## src/sv/ihex_pkg.sv

```systemverilog
// ----------------------------------------------------------------------------
// ihex_pkg
// Shared constants, types and the digit decode for the hex record loader.
// ----------------------------------------------------------------------------
package ihex_pkg;

   // record buffer geometry
   localparam int MAX_RECORD_BYTES = 32;
   localparam int IDX_W            = (MAX_RECORD_BYTES > 1) ? $clog2(MAX_RECORD_BYTES) : 1;
   localparam int NWR_W            = $clog2(MAX_RECORD_BYTES + 1);

   // line queue: one buffer bank per queued line
   localparam int QPTR_W      = 1;
   localparam int QUEUE_DEPTH = 2 ** QPTR_W;
   localparam int MEM_AW      = QPTR_W + IDX_W;
   localparam int MEM_DEPTH   = 2 ** MEM_AW;

   // character position counter
   localparam int            POS_W   = 11;
   localparam logic [POS_W-1:0] POS_MAX = '1;
   localparam int            LEN_W   = POS_W + 1;
   localparam int            K_W     = POS_W - 1;

   // decoded pair: 16 * digit + digit with digits in -96..31
   localparam int PAIR_W = 12;
   localparam int NEED_W = PAIR_W + 2;
   localparam logic [LEN_W-1:0]         MIN_LINE  = LEN_W'(11);
   localparam logic signed [PAIR_W-1:0] MAX_COUNT = PAIR_W'(MAX_RECORD_BYTES);

   // fixed positions of the header pairs
   localparam logic [POS_W-1:0] POS_COUNT   = POS_W'(2);
   localparam logic [POS_W-1:0] POS_ADDR_HI = POS_W'(4);
   localparam logic [POS_W-1:0] POS_ADDR_LO = POS_W'(6);
   localparam logic [POS_W-1:0] POS_TYPE    = POS_W'(8);
   localparam logic [POS_W-1:0] POS_DATA    = POS_W'(10);

   // record types
   localparam logic signed [PAIR_W-1:0] REC_DATA = PAIR_W'(0);
   localparam logic signed [PAIR_W-1:0] REC_EOF  = PAIR_W'(1);
   localparam logic signed [PAIR_W-1:0] REC_ELA  = PAIR_W'(4);

   // result kinds
   localparam logic KIND_WRITE  = 1'b0;
   localparam logic KIND_STATUS = 1'b1;

   typedef enum logic [2:0] {
      ST_OK       = 3'd0,
      ST_SHORT    = 3'd1,
      ST_LENGTH   = 3'd2,
      ST_OVERFLOW = 3'd3,
      ST_CHECKSUM = 3'd4,
      ST_TYPE     = 3'd5
   } status_type;

   // one judged line waiting for the back end
   typedef struct packed {
      logic [15:0]      base;
      logic [NWR_W-1:0] nwr;
      status_type       status;
   } job_type;

   typedef enum logic [1:0] {
      BK_IDLE,
      BK_READ,
      BK_WRITE,
      BK_STATUS
   } back_state_type;

   // hex digit decode, signed result in -96..31
   function automatic logic signed [7:0] digit_of(input logic [7:0] code);
      logic signed [7:0] s;
      logic signed [7:0] v;
      s = signed'(code);
      if (s > 8'sd57) v = s - 8'sd87;
      else            v = s - 8'sd48;
      if (v < 8'sd0)       digit_of = v + 8'sd32;
      else if (v > 8'sd15) digit_of = 8'sd15;
      else                 digit_of = v;
   endfunction

endpackage

```

## src/sv/ihex_if.sv

```systemverilog
// ----------------------------------------------------------------------------
// ihex_req_if / ihex_rsp_if
// Valid/ready channels for line characters and loader results.
// ----------------------------------------------------------------------------
interface ihex_req_if;
   logic       valid;
   logic       ready;
   logic [7:0] char_code;
   logic       line_end;

   modport source (output valid, output char_code, output line_end, input ready);
   modport sink   (input valid, input char_code, input line_end, output ready);
endinterface

interface ihex_rsp_if;
   logic        valid;
   logic        ready;
   logic        result_kind;
   logic [15:0] write_address;
   logic [7:0]  write_data;
   logic [2:0]  record_status;
   logic        last_result;

   modport source (output valid, output result_kind, output write_address,
                   output write_data, output record_status, output last_result,
                   input ready);
   modport sink   (input valid, input result_kind, input write_address,
                   input write_data, input record_status, input last_result,
                   output ready);
endinterface

```

## src/sv/ihex_queue.sv

```systemverilog
// ----------------------------------------------------------------------------
// ihex_queue
// Queue of judged lines with one data byte bank per queue slot.
// ----------------------------------------------------------------------------
module ihex_queue (
   input  logic                    clock,
   input  logic                    reset,
   // front side
   input  logic                    push,
   input  ihex_pkg::job_type       push_job,
   output logic                    full,
   input  logic                    buf_we,
   input  logic [ihex_pkg::IDX_W-1:0] buf_widx,
   input  logic [7:0]              buf_wdata,
   // back side
   input  logic                    pop,
   output ihex_pkg::job_type       head_job,
   output logic                    job_valid,
   input  logic                    buf_re,
   input  logic [ihex_pkg::IDX_W-1:0] buf_ridx,
   output logic [7:0]              buf_rdata
);
   import ihex_pkg::*;

   logic [7:0]        data_mem [MEM_DEPTH];
   job_type           job_ff [QUEUE_DEPTH];
   logic [QPTR_W-1:0] head_ff, head_in;
   logic [QPTR_W-1:0] tail_ff, tail_in;
   logic [QPTR_W:0]   cnt_ff, cnt_in;
   logic [7:0]        rdata_ff;

   assign full      = (cnt_ff == (QPTR_W+1)'(QUEUE_DEPTH));
   assign job_valid = (cnt_ff != '0);
   assign head_job  = job_ff[head_ff];
   assign buf_rdata = rdata_ff;

   // pointer and fill count update
   always_comb begin
      head_in = head_ff;
      tail_in = tail_ff;
      cnt_in  = cnt_ff;
      if (push) tail_in = tail_ff + 1'b1;
      if (pop)  head_in = head_ff + 1'b1;
      if (push && !pop)      cnt_in = cnt_ff + 1'b1;
      else if (pop && !push) cnt_in = cnt_ff - 1'b1;
   end

   always_ff @(posedge clock) begin
      if (reset) begin
         head_ff <= '0;
         tail_ff <= '0;
         cnt_ff  <= '0;
      end else begin
         head_ff <= head_in;
         tail_ff <= tail_in;
         cnt_ff  <= cnt_in;
      end
   end

   // job slots
   always_ff @(posedge clock) begin
      if (push) job_ff[tail_ff] <= push_job;
   end

   // byte banks: the front fills the tail bank, the back reads the head bank
   always_ff @(posedge clock) begin
      if (buf_we) data_mem[{tail_ff, buf_widx}] <= buf_wdata;
      if (buf_re) rdata_ff <= data_mem[{head_ff, buf_ridx}];
   end

endmodule

```

## src/sv/ihex_front.sv

```systemverilog
// ----------------------------------------------------------------------------
// ihex_front
// Character decoder: pairs digits into fields, buffers data bytes and
// judges the line at its end.
// ----------------------------------------------------------------------------
module ihex_front (
   input  logic                       clock,
   input  logic                       reset,
   ihex_req_if.sink                   req,
   input  logic                       q_full,
   output logic                       push,
   output ihex_pkg::job_type          push_job,
   output logic                       buf_we,
   output logic [ihex_pkg::IDX_W-1:0] buf_widx,
   output logic [7:0]                 buf_wdata
);
   import ihex_pkg::*;

   logic [POS_W-1:0]         pos_ff, pos_in;
   logic signed [PAIR_W-1:0] count_ff, count_in;
   logic [15:0]              addr_ff, addr_in;
   logic signed [PAIR_W-1:0] kind_ff, kind_in;
   logic signed [7:0]        pend_ff, pend_in;
   logic [7:0]               sum_ff, sum_in;
   logic [7:0]               csum_ff, csum_in;

   logic                     accept;
   logic signed [7:0]        dv;
   logic signed [PAIR_W-1:0] pv;
   logic [POS_W-1:0]         koff;
   logic [K_W-1:0]           k;
   logic signed [PAIR_W-1:0] k_s;
   logic [LEN_W-1:0]         len;
   logic signed [NEED_W-1:0] need;
   logic signed [NEED_W-1:0] len_s;
   logic [7:0]               sum8;

   assign accept    = req.valid && req.ready;
   assign req.ready = !q_full;

   // field decode and line judgement
   always_comb begin
      pos_in   = pos_ff;
      count_in = count_ff;
      addr_in  = addr_ff;
      kind_in  = kind_ff;
      pend_in  = pend_ff;
      sum_in   = sum_ff;
      csum_in  = csum_ff;
      buf_we   = 1'b0;
      push     = 1'b0;
      push_job = '{base: addr_ff, nwr: '0, status: ST_OK};

      dv   = digit_of(req.char_code);
      pv   = {pend_ff, 4'b0000} + PAIR_W'(dv);
      koff = pos_ff - POS_DATA;
      k    = koff[POS_W-1:1];
      k_s  = signed'(PAIR_W'(k));
      buf_widx  = k[IDX_W-1:0];
      buf_wdata = pv[7:0];

      if (accept) begin
         if (pos_ff != POS_MAX) pos_in = pos_ff + 1'b1;
         if (pos_ff != '0) begin
            if (pos_ff[0]) begin
               pend_in = dv;
            end else if (pos_ff == POS_COUNT) begin
               count_in = pv;
            end else if (pos_ff == POS_ADDR_HI) begin
               addr_in = {pv[7:0], 8'h00};
            end else if (pos_ff == POS_ADDR_LO) begin
               addr_in = addr_ff + 16'(pv);
            end else if (pos_ff == POS_TYPE) begin
               kind_in = pv;
            end else if (pos_ff >= POS_DATA) begin
               if (k_s < count_ff) begin
                  buf_we = (k < K_W'(MAX_RECORD_BYTES));
                  sum_in = sum_ff + pv[7:0];
               end else if (k_s == count_ff) begin
                  csum_in = pv[7:0];
               end
            end
         end
      end

      // judgement on the values including this character
      len   = LEN_W'(pos_ff) + 1'b1;
      len_s = signed'(NEED_W'(len));
      need  = NEED_W'(11) + (NEED_W'(count_in) <<< 1);
      sum8  = count_in[7:0] + addr_in[15:8] + addr_in[7:0] + kind_in[7:0]
            + sum_in + csum_in;

      if (accept && req.line_end) begin
         push          = 1'b1;
         push_job.base = addr_in;
         if (len < MIN_LINE) begin
            push_job.status = ST_SHORT;
         end else if (len_s != need) begin
            push_job.status = ST_LENGTH;
         end else if (count_in > MAX_COUNT) begin
            push_job.status = ST_OVERFLOW;
         end else if (sum8 != 8'h00) begin
            push_job.status = ST_CHECKSUM;
         end else if (kind_in == REC_DATA) begin
            push_job.status = ST_OK;
            push_job.nwr    = count_in[NWR_W-1:0];
         end else if (kind_in == REC_EOF || kind_in == REC_ELA) begin
            push_job.status = ST_OK;
         end else begin
            push_job.status = ST_TYPE;
         end
         // start the next line from a clean state
         pos_in   = '0;
         count_in = '0;
         addr_in  = '0;
         kind_in  = '0;
         pend_in  = '0;
         sum_in   = '0;
         csum_in  = '0;
      end
   end

   always_ff @(posedge clock) begin
      if (reset) begin
         pos_ff   <= '0;
         count_ff <= '0;
         addr_ff  <= '0;
         kind_ff  <= '0;
         pend_ff  <= '0;
         sum_ff   <= '0;
         csum_ff  <= '0;
      end else begin
         pos_ff   <= pos_in;
         count_ff <= count_in;
         addr_ff  <= addr_in;
         kind_ff  <= kind_in;
         pend_ff  <= pend_in;
         sum_ff   <= sum_in;
         csum_ff  <= csum_in;
      end
   end

endmodule

```

## src/sv/ihex_back.sv

```systemverilog
// ----------------------------------------------------------------------------
// ihex_back
// Result sequencer: replays the buffered bytes of a good data record as
// memory writes, then closes the line with its status.
// ----------------------------------------------------------------------------
module ihex_back (
   input  logic                       clock,
   input  logic                       reset,
   input  logic                       job_valid,
   input  ihex_pkg::job_type          head_job,
   output logic                       pop,
   output logic                       buf_re,
   output logic [ihex_pkg::IDX_W-1:0] buf_ridx,
   input  logic [7:0]                 buf_rdata,
   ihex_rsp_if.source                 rsp
);
   import ihex_pkg::*;

   back_state_type   state_ff, state_in;
   logic [IDX_W-1:0] idx_ff, idx_in;
   logic             out_acc;
   logic             last_byte;

   assign out_acc   = rsp.valid && rsp.ready;
   assign last_byte = ((NWR_W'(idx_ff) + 1'b1) == head_job.nwr);
   assign buf_ridx  = idx_ff;

   // next state
   always_comb begin
      state_in = state_ff;
      idx_in   = idx_ff;
      case (state_ff)
         BK_IDLE: begin
            idx_in = '0;
            if (job_valid) begin
               if (head_job.nwr != '0) state_in = BK_READ;
               else                    state_in = BK_STATUS;
            end
         end
         BK_READ: begin
            state_in = BK_WRITE;
         end
         BK_WRITE: begin
            if (out_acc) begin
               if (last_byte) begin
                  state_in = BK_STATUS;
               end else begin
                  idx_in   = idx_ff + 1'b1;
                  state_in = BK_READ;
               end
            end
         end
         BK_STATUS: begin
            if (out_acc) state_in = BK_IDLE;
         end
         default: state_in = BK_IDLE;
      endcase
   end

   // outputs
   always_comb begin
      buf_re            = 1'b0;
      pop               = 1'b0;
      rsp.valid         = 1'b0;
      rsp.result_kind   = KIND_WRITE;
      rsp.write_address = '0;
      rsp.write_data    = '0;
      rsp.record_status = ST_OK;
      rsp.last_result   = 1'b0;
      case (state_ff)
         BK_IDLE: begin
         end
         BK_READ: begin
            buf_re = 1'b1;
         end
         BK_WRITE: begin
            rsp.valid         = 1'b1;
            rsp.write_address = head_job.base + 16'(idx_ff);
            rsp.write_data    = buf_rdata;
         end
         BK_STATUS: begin
            rsp.valid         = 1'b1;
            rsp.result_kind   = KIND_STATUS;
            rsp.record_status = head_job.status;
            rsp.last_result   = 1'b1;
            pop               = rsp.ready;
         end
         default: begin
         end
      endcase
   end

   always_ff @(posedge clock) begin
      if (reset) begin
         state_ff <= BK_IDLE;
         idx_ff   <= '0;
      end else begin
         state_ff <= state_in;
         idx_ff   <= idx_in;
      end
   end

endmodule

```

## src/sv/intel_hex_record_loader.sv

```systemverilog
// ----------------------------------------------------------------------------
// intel_hex_record_loader
// Parses hex record lines one character at a time and issues memory writes
// and one status result per line.
// ----------------------------------------------------------------------------
// The front decoder takes one character per cycle as long as the line queue
// has room; a line end judges the record in that same cycle and hands it to
// a two-entry queue, each entry with its own 32-byte bank, so the next line
// is parsed while the back end drains the previous one. The back end issues
// each memory write as a bank read followed by the result, and then the
// closing status; the front stalls only while two judged lines are still
// unfinished. No clearing pass is needed after reset.
module intel_hex_record_loader (
   input  logic       clock,
   input  logic       reset,
   ihex_req_if.sink   req_if,
   ihex_rsp_if.source rsp_if
);
   import ihex_pkg::*;

   logic             push;
   job_type          push_job;
   logic             q_full;
   logic             buf_we;
   logic [IDX_W-1:0] buf_widx;
   logic [7:0]       buf_wdata;
   logic             pop;
   job_type          head_job;
   logic             job_valid;
   logic             buf_re;
   logic [IDX_W-1:0] buf_ridx;
   logic [7:0]       buf_rdata;

   // character decoder
   ihex_front u_front (
      .clock     (clock),
      .reset     (reset),
      .req       (req_if),
      .q_full    (q_full),
      .push      (push),
      .push_job  (push_job),
      .buf_we    (buf_we),
      .buf_widx  (buf_widx),
      .buf_wdata (buf_wdata)
   );

   // judged line queue with byte banks
   ihex_queue u_queue (
      .clock     (clock),
      .reset     (reset),
      .push      (push),
      .push_job  (push_job),
      .full      (q_full),
      .buf_we    (buf_we),
      .buf_widx  (buf_widx),
      .buf_wdata (buf_wdata),
      .pop       (pop),
      .head_job  (head_job),
      .job_valid (job_valid),
      .buf_re    (buf_re),
      .buf_ridx  (buf_ridx),
      .buf_rdata (buf_rdata)
   );

   // result sequencer
   ihex_back u_back (
      .clock     (clock),
      .reset     (reset),
      .job_valid (job_valid),
      .head_job  (head_job),
      .pop       (pop),
      .buf_re    (buf_re),
      .buf_ridx  (buf_ridx),
      .buf_rdata (buf_rdata),
      .rsp       (rsp_if)
   );

endmodule
```

## src/flat_wrapper.sv

```systemverilog
// flat-port wrapper written by rule: the top's interface ports become plain ports
module intel_hex_record_loader_flat import ihex_pkg::*;
  (clock, reset, req_if_valid, req_if_char_code, req_if_line_end, req_if_ready, rsp_if_valid, rsp_if_result_kind, rsp_if_write_address, rsp_if_write_data, rsp_if_record_status, rsp_if_last_result, rsp_if_ready);
  ihex_req_if req_if_i ();
  ihex_rsp_if rsp_if_i ();
  input  logic clock;
  input  logic reset;
  input wire logic [$bits(req_if_i.valid)-1:0] req_if_valid;
  input wire logic [$bits(req_if_i.char_code)-1:0] req_if_char_code;
  input wire logic [$bits(req_if_i.line_end)-1:0] req_if_line_end;
  output wire logic [$bits(req_if_i.ready)-1:0] req_if_ready;
  output wire logic [$bits(rsp_if_i.valid)-1:0] rsp_if_valid;
  output wire logic [$bits(rsp_if_i.result_kind)-1:0] rsp_if_result_kind;
  output wire logic [$bits(rsp_if_i.write_address)-1:0] rsp_if_write_address;
  output wire logic [$bits(rsp_if_i.write_data)-1:0] rsp_if_write_data;
  output wire logic [$bits(rsp_if_i.record_status)-1:0] rsp_if_record_status;
  output wire logic [$bits(rsp_if_i.last_result)-1:0] rsp_if_last_result;
  input wire logic [$bits(rsp_if_i.ready)-1:0] rsp_if_ready;
  assign req_if_i.valid = req_if_valid;
  assign req_if_i.char_code = req_if_char_code;
  assign req_if_i.line_end = req_if_line_end;
  assign req_if_ready = req_if_i.ready;
  assign rsp_if_valid = rsp_if_i.valid;
  assign rsp_if_result_kind = rsp_if_i.result_kind;
  assign rsp_if_write_address = rsp_if_i.write_address;
  assign rsp_if_write_data = rsp_if_i.write_data;
  assign rsp_if_record_status = rsp_if_i.record_status;
  assign rsp_if_last_result = rsp_if_i.last_result;
  assign rsp_if_i.ready = rsp_if_ready;
  intel_hex_record_loader u_core (.clock(clock), .reset(reset), .req_if(req_if_i), .rsp_if(rsp_if_i));
endmodule
```

## config.mk

```make
export PLATFORM = sky130hd
export DESIGN_NAME = intel_hex_record_loader_flat
export DESIGN_NICKNAME = d
export VERILOG_FILES = /design/src/sv/ihex_pkg.sv /design/src/sv/ihex_if.sv /design/src/sv/ihex_queue.sv /design/src/sv/ihex_front.sv /design/src/sv/ihex_back.sv /design/src/sv/intel_hex_record_loader.sv /design/src/flat_wrapper.sv
export SDC_FILE = /design/constraint.sdc
export NUM_CORES = 1
export LEC_CHECK = 0
export BUFFER_PORTS_ARGS = -buffer_cell sky130_fd_sc_hd__buf_2
export CORE_ASPECT_RATIO = 1.2
export CORE_MARGIN = 3
export CORE_UTILIZATION = 55
export CTS_CLUSTER_DIAMETER = 50
export DETAILED_ROUTE_END_ITERATION = 8
export PLACE_DENSITY = 0.71
export SETUP_SLACK_MARGIN = 0.05
export SYNTH_ARGS = -nofsm -noshare
export SYNTH_HDL_FRONTEND = slang
export SYNTH_HIERARCHICAL = 1
export SYNTH_SLANG_ARGS = --single-unit
```

## constraint.sdc

```tcl
create_clock -name clock -period 18.4 [get_ports clock]
set_input_delay 3.68 -clock clock [delete_from_list [all_inputs] [get_ports clock]]
set_output_delay 3.68 -clock clock [all_outputs]
set_load 0.005 [all_outputs]
```

; Yosys cells after proc, flatten, opt, wreduce, memory -nomap -nowiden
; Memories as Yosys holds them, arrays and structs flattened. A register that Yosys moved wholly into a read port is not among the register bits.
; Cells that the tools add are included.
[totals]
ramBits = 562
in_bits = 13
output_inout_bits = 31
word_cells = 170
regBits = 86
n_memories = 2
[memory_table]
columns = name, words, width, rd, rd_ports_with_merged_regs, write_ports, line_no
row1 = u_core.u_queue.data_mem, 64, 8, 1, 1, 1, ihex_queue.sv:25  ; logic [7:0] data_mem [MEM_DEPTH];
row2 = u_core.u_queue.job_ff, 2, 25, 1, 1, 1, ihex_queue.sv:26  ; job_type job_ff [QUEUE_DEPTH];
[op_classes]
mux = 85
eq_ne = 18
n_addsub = 22
magnitude_cmp = 8
reduce_logical = 23
[op_table]
columns = cell, count
row1 = $mux 8, 23
row2 = $mux 12, 11
row3 = $mux 16, 7
row4 = $add 8x8->8, 6
row5 = $mux 6, 5
row6 = $mux 25, 1
row7 = $eq 11x3->1 const B, 2
row8 = $mux 3, 7
row9 = $mux 1, 20
row10 = $add 16x16->16, 1
row11 = $add 16x5->16, 1
row12 = $add 5x13->14 const A, 1
row13 = $mux 2, 7
row14 = $ne 13x14->1, 1
row15 = $add 11x1->12 const B, 1
row16 = $add 12x12->12, 1
row17 = $eq 11x12->1, 1
row18 = $eq 12x2->1 const B, 1
row19 = $eq 12x4->1 const B, 1
row20 = $gt 12x7->1 const B, 1
row21 = $logic_not 12->1, 1
row22 = $lt 11x12->1, 1
row23 = $lt 12x4->1 const B, 1
row24 = $add 11x1->11 const B, 1
row25 = other kinds (36), 53

; Depth between registers and ports, before layout
[logic_depth]
ltp_word = 24
depth_mapped = 40
ltp_nobuf = 39

; By module
; Netlist, hierarchy kept.
[by_module_without_submodules]
columns = module, cells_per_inst, area_each_um2, seq_area_each_um2, n_inst
row1 = ihex_queue, 1033, 22127.5, 17216.5, 1
row2 = ihex_front, 922, 7303.3, 1501.4, 1
row3 = ihex_back, 154, 1086.0, 140.1, 1

; Worst setup path after synthesis
; Ideal clock, no wire load.
[synth_timing]
path_kind = input port to flip-flop
startpoint = in req_if_char_code[1]
endpoint = mem u_core/u_queue/job_ff[0][8] in the netlist's numbering (data pin)
path_buffers = 1
setup_ps = 198
required_time_ps = 18202
cell_stages = 35
slack_ps = 4699
t_arrival_ps = 13503
cell_sequence = inv_1 -> ha_1 -> or2_1 -> a211o_1 -> nor3b_1 -> o21bai_1 -> ha_1 -> and2_1 -> ha_1 -> xor2_1 -> ha_1 -> a21boi_0 -> o21a_1 -> o211ai_1 -> a21boi_0 -> or3_1 -> a32o_1 -> nor2_1 -> fa_1 -> fa_1 -> fa_1 -> inv_1 -> ha_1 -> nand3_1 -> o2111ai_1 -> a21boi_0 -> a211oi_1 -> xnor2_1 -> xnor2_1 -> xnor2_1 -> xnor2_1 -> xnor2_1 -> or2_2 -> clkbuf_1 -> nor4_1
[synth_lines]
columns = item, line_no
row1 = start: declaration, flat_wrapper.sv:9  ; input wire logic [$bits(req_if_i.char_code)-1:0] req_if_char_code;
row2 = end: declaration, ihex_queue.sv:26

==> results.yml <==
sta:
  slew_violations: 0
  unrepaired_setup_endpoints_after_global_routing: "false"
  hold_slack_ns: 0.4593
  slew-limit-headroom_pct: 16.40
  timing.final.crit_share_pct: 70.48
  tightest_slew_ns: 1.249
  timing.fmax_ghz: 0.07711
  timing.setup.tns_ns: 0
  timing.clock.skew_ns: 0.03104
  setup_viol_count_final: 0
  finalHoldViolations: 0
  layout_min_cycle_time_ns: 12.97
power:
  cell_internal_pwr_mw: 2.516
  pwr-share-seq_pct: 51.8
  power.switching_uw: 704.1
  comb_power_share_pct: 5.7
  switching_share_pct: 21.87
  ir_drop_mv: 0.06452
  pwr_density_cell_nw_per_um2: 95.72
  share_clk_of_total_power_pct: 42.5
  p_leak_nw: 11.26
yosys:
  yosysUniqueCellTypes: 91
  yosys.area_share.xor_xnor_pct: 2.435
  synth_ff_type: "sky130_fd_sc_hd__edfxtp_1"
  dominant_cell_type_by_area_after_synthesis: "sky130_fd_sc_hd__edfxtp_1"
  synth_simple_gate_area_share_pct: 9.172
  synth_top_family_by_area: "multiplexers"
  register_area_share_after_synthesis_pct: 61.80
  synth_nets: 2220
  post-synth-top-count-cell: "sky130_fd_sc_hd__edfxtp_1"
  synth_compound_area_share_pct: 7.273
  post_synth.cell_area_avg_um2: 14.47
  synth_area_um2: 30520
  yosys.area.top_type_share_pct: 56.09
  synth-adder-area-share_pct: 4.781
  synth-warning-count: 6
  cell_types_with_the_largest_area_share_after_synthesis: "sky130_fd_sc_hd__edfxtp_1, sky130_fd_sc_hd__mux4_2, sky130_fd_sc_hd__dfxtp_1"
  postSynthCellCount: 2109
  synth_seq_cells: 657
  postSynth.asyncResetShare_pct: 0
  number_of_enable_flip_flop_cells_after_synthesis: 570
  ys_top_cells_by_count: "sky130_fd_sc_hd__edfxtp_1, sky130_fd_sc_hd__nor2_1, sky130_fd_sc_hd__mux4_2, sky130_fd_sc_hd__nand2_1, sky130_fd_sc_hd__dfxtp_1"
  post_synth_mux_area_share_pct: 11.74
final_layout:
  area_growth_pct: 10.23
  final_net_count: 2260
  ant_cells: 0
  final_layout_size_suffix_gt1_share_pct: 18.00
global_routing:
  grt_pass1_wl_mm: 110.8
  grt_start_max_net_pins: 71
  grt_pass1_vias: 18270
  global_route.peak_usage_layer: "met2"
  global_route.overflow_total: 0
  gr-usage-all-layers_pct: 24.85
  met2_grt_util_pct: 42.22
  use_met3_pct: 3.712
  antenna_found_initial: 1
  met1_usage_pct: 31.70
setup_path:
  cp.arrival_ns: 13.34
  setup.worst_path.end_class: "flop"
  crit_top_cell: "sky130_fd_sc_hd__xnor2_1"
  critPathRequiredTime_ns: 18.77
  critPathSlowestCell: "sky130_fd_sc_hd__buf_4"
  timing.critical_path.slowest_cell_delay_ns: 0.57
  crit_path_kind: "input pin to flop"
  cp_max_fo: 69
  startpoint_type: "input pin"
routing:
  num_vias: 18390
  drt_pre_antenna_iters: 5
  drt-initial-drc-count: 1764
  totalWireLength_mm: 72.95
  route.detailed.drc: 0
  avgViaCountPerCell: 6.317
  wire_per_inst_um: 25.05
  drt.antenna.violating_nets: 0
clocking:
  cts_resized: 0
  cts_tree: "done"
  clkTransAtPathRegs_ns: 0.06
  clock_latency_on_the_worst_skew_pair_ns: 0.61
  cts.sinks: 657
  postCtsSetupBuffers: 0
  clock_tree.buffer_depth: 3
  cts-buffers-inserted: 69
  clock_h_tree_levels: 3
  number_of_buffers_inserted_by_hold_repair_at_cts: 0
  clock-root-buffer: "sky130_fd_sc_hd__clkbuf_16"
place:
  gp_congestion: 0.9382
  detail_placement_hpwl_mm: 48.20
  io_buffer_count: 43
job:
  max_cap_viol_count: 0
floorplan:
  i_o_pin_count: 44
  fp.dieArea_um2: 58360
  chipHeight_um: 264.0
  rows: 93
  initial_utilization_pct: 56.28
  die-width_um: 221.0
  coreArea_um2: 54220
hold_path:
  min-delay-path-class: "flop to flop"
run_status:
  outcome: "finished clean"
==> worst paths after layout <==
check,start,endpoint,slack [ns],cells after the start
worst max register to register,u_core/u_front/pos_ff[2],u_core/u_queue/job_ff[0][3],9.64,30
worst min-delay path,u_core/u_front/kind_ff[8],u_core/u_front/kind_ff[8],0.46,2
worst max-delay path,req_if_char_code[0],u_core/u_queue/job_ff[0][3],5.43,38
worst min register to register,u_core/u_front/kind_ff[8],u_core/u_front/kind_ff[8],0.46,2
==> power by group through the flow <==
stage / sequential [mW] / combinational, mW / clock, mW
after floorplan: 1.70 / 0.115 / 0
after global placement: 1.70 / 0.176 / 0
after detailed placement: 1.70 / 0.184 / 0
after CTS: 1.67 / 0.184 / 1.40
after global routing: 1.67 / 0.199 / 1.46
final: 1.67 / 0.183 / 1.37
==> flip-flops by register name, summed over array words and instances, names as in the netlist, named ones only <==
register,count
u_core/u_queue/data_mem,512
u_core/u_queue/job_ff,50
u_core/u_front/addr_ff,16
u_core/u_front/count_ff,12
u_core/u_front/kind_ff,12
u_core/u_front/pos_ff,11
u_core/u_front/csum_ff,8
u_core/u_front/pend_ff,8
u_core/u_front/sum_ff,8
u_core/u_queue/buf_rdata,8
u_core/u_back/buf_ridx,5
u_core/u_back/state_ff,2
u_core/u_queue/cnt_ff,2
u_core/u_queue/head_ff,1
u_core/u_queue/tail_ff,1
==> routing by layer <==
metal | vias to the layer above | wire length, um
met5 | - | 20
met4 | 2 | 3520
met3 | 188 | 4295
met2 | 701 | 36560
met1 | 9331 | 28550
li1 | 8172 | -
==> area by class of cell <==
cell class,count,area [um^2]
Fill cell,4014,20590
Sequential cell,657,18870
Multi-Input combinational cell,1263,10850
Clock buffer,91,1872
Tap cell,712,890.9
Timing Repair Buffer,82,508.0
Clock inverter,31,359.1
Inverter,76,285.3
==> through the flow <==
stage	cell area (um^2)	utilization [%]	power [mW]	cells	worst slack (ns)
5_1_grt	33640	62.03	3.323	2912	4.867
3_3_place_gp	31410	57.92	1.875	2790	5.298
6_report	33640	62.03	3.220	2912	5.432
3_5_place_dp	31410	57.92	1.883	2790	4.941
4_1_cts	33640	62.03	3.247	2912	5.563
2_1_floorplan	30520	-	1.810	2109	4.699
==> layout by cell type, fill, tap and decap left out, types with 14 or more instances in the layout <==
| master | instances |
|---|---|
| sky130_fd_sc_hd__a22oi_1 | 52 |
| sky130_fd_sc_hd__buf_2 | 43 |
| sky130_fd_sc_hd__inv_1 | 74 |
| sky130_fd_sc_hd__mux4_2 | 127 |
| sky130_fd_sc_hd__clkbuf_16 | 71 |
| sky130_fd_sc_hd__edfxtp_1 | 570 |
| sky130_fd_sc_hd__fa_1 | 30 |
| sky130_fd_sc_hd__dfxtp_1 | 84 |
| sky130_fd_sc_hd__nor2b_1 | 26 |
| sky130_fd_sc_hd__ha_1 | 66 |
| sky130_fd_sc_hd__nand4_1 | 17 |
| sky130_fd_sc_hd__xnor2_1 | 49 |
| sky130_fd_sc_hd__a31oi_1 | 18 |
| sky130_fd_sc_hd__or3_1 | 19 |
| sky130_fd_sc_hd__nand2b_1 | 19 |
| sky130_fd_sc_hd__mux2i_1 | 19 |
| sky130_fd_sc_hd__mux2_2 | 45 |
| sky130_fd_sc_hd__nand3_1 | 36 |
| sky130_fd_sc_hd__nand2_1 | 99 |
| sky130_fd_sc_hd__xor2_1 | 33 |
| sky130_fd_sc_hd__o21ai_0 | 71 |
| sky130_fd_sc_hd__nor3_1 | 31 |
| sky130_fd_sc_hd__and2_1 | 35 |
| sky130_fd_sc_hd__buf_4 | 39 |
| sky130_fd_sc_hd__nor2_1 | 190 |
| sky130_fd_sc_hd__and3_1 | 14 |
| sky130_fd_sc_hd__a21oi_1 | 64 |
| sky130_fd_sc_hd__clkbuf_1 | 18 |
==> cell families after synthesis <==
family,count (synthesis)
buffers and inverters,189
XOR/XNOR,84
AO/OA/AOI/OAI,333
adder cells (fa/ha/maj),98
multiplexers,192
flip-flops,657
AND/OR/NAND/NOR,556
==> critical path, delay by kind of cell <==
kind / cells / cell delay [ns]
adders and majority gates: 6 / 2.55
AOI/OAI and AO/OA: 13 / 2.94
buffers and inverters: 5 / 1.17
and+or+nand+nor: 9 / 2.00
xor gates and xnor gates: 5 / 0.88
(Power assumes the default switching activity.)
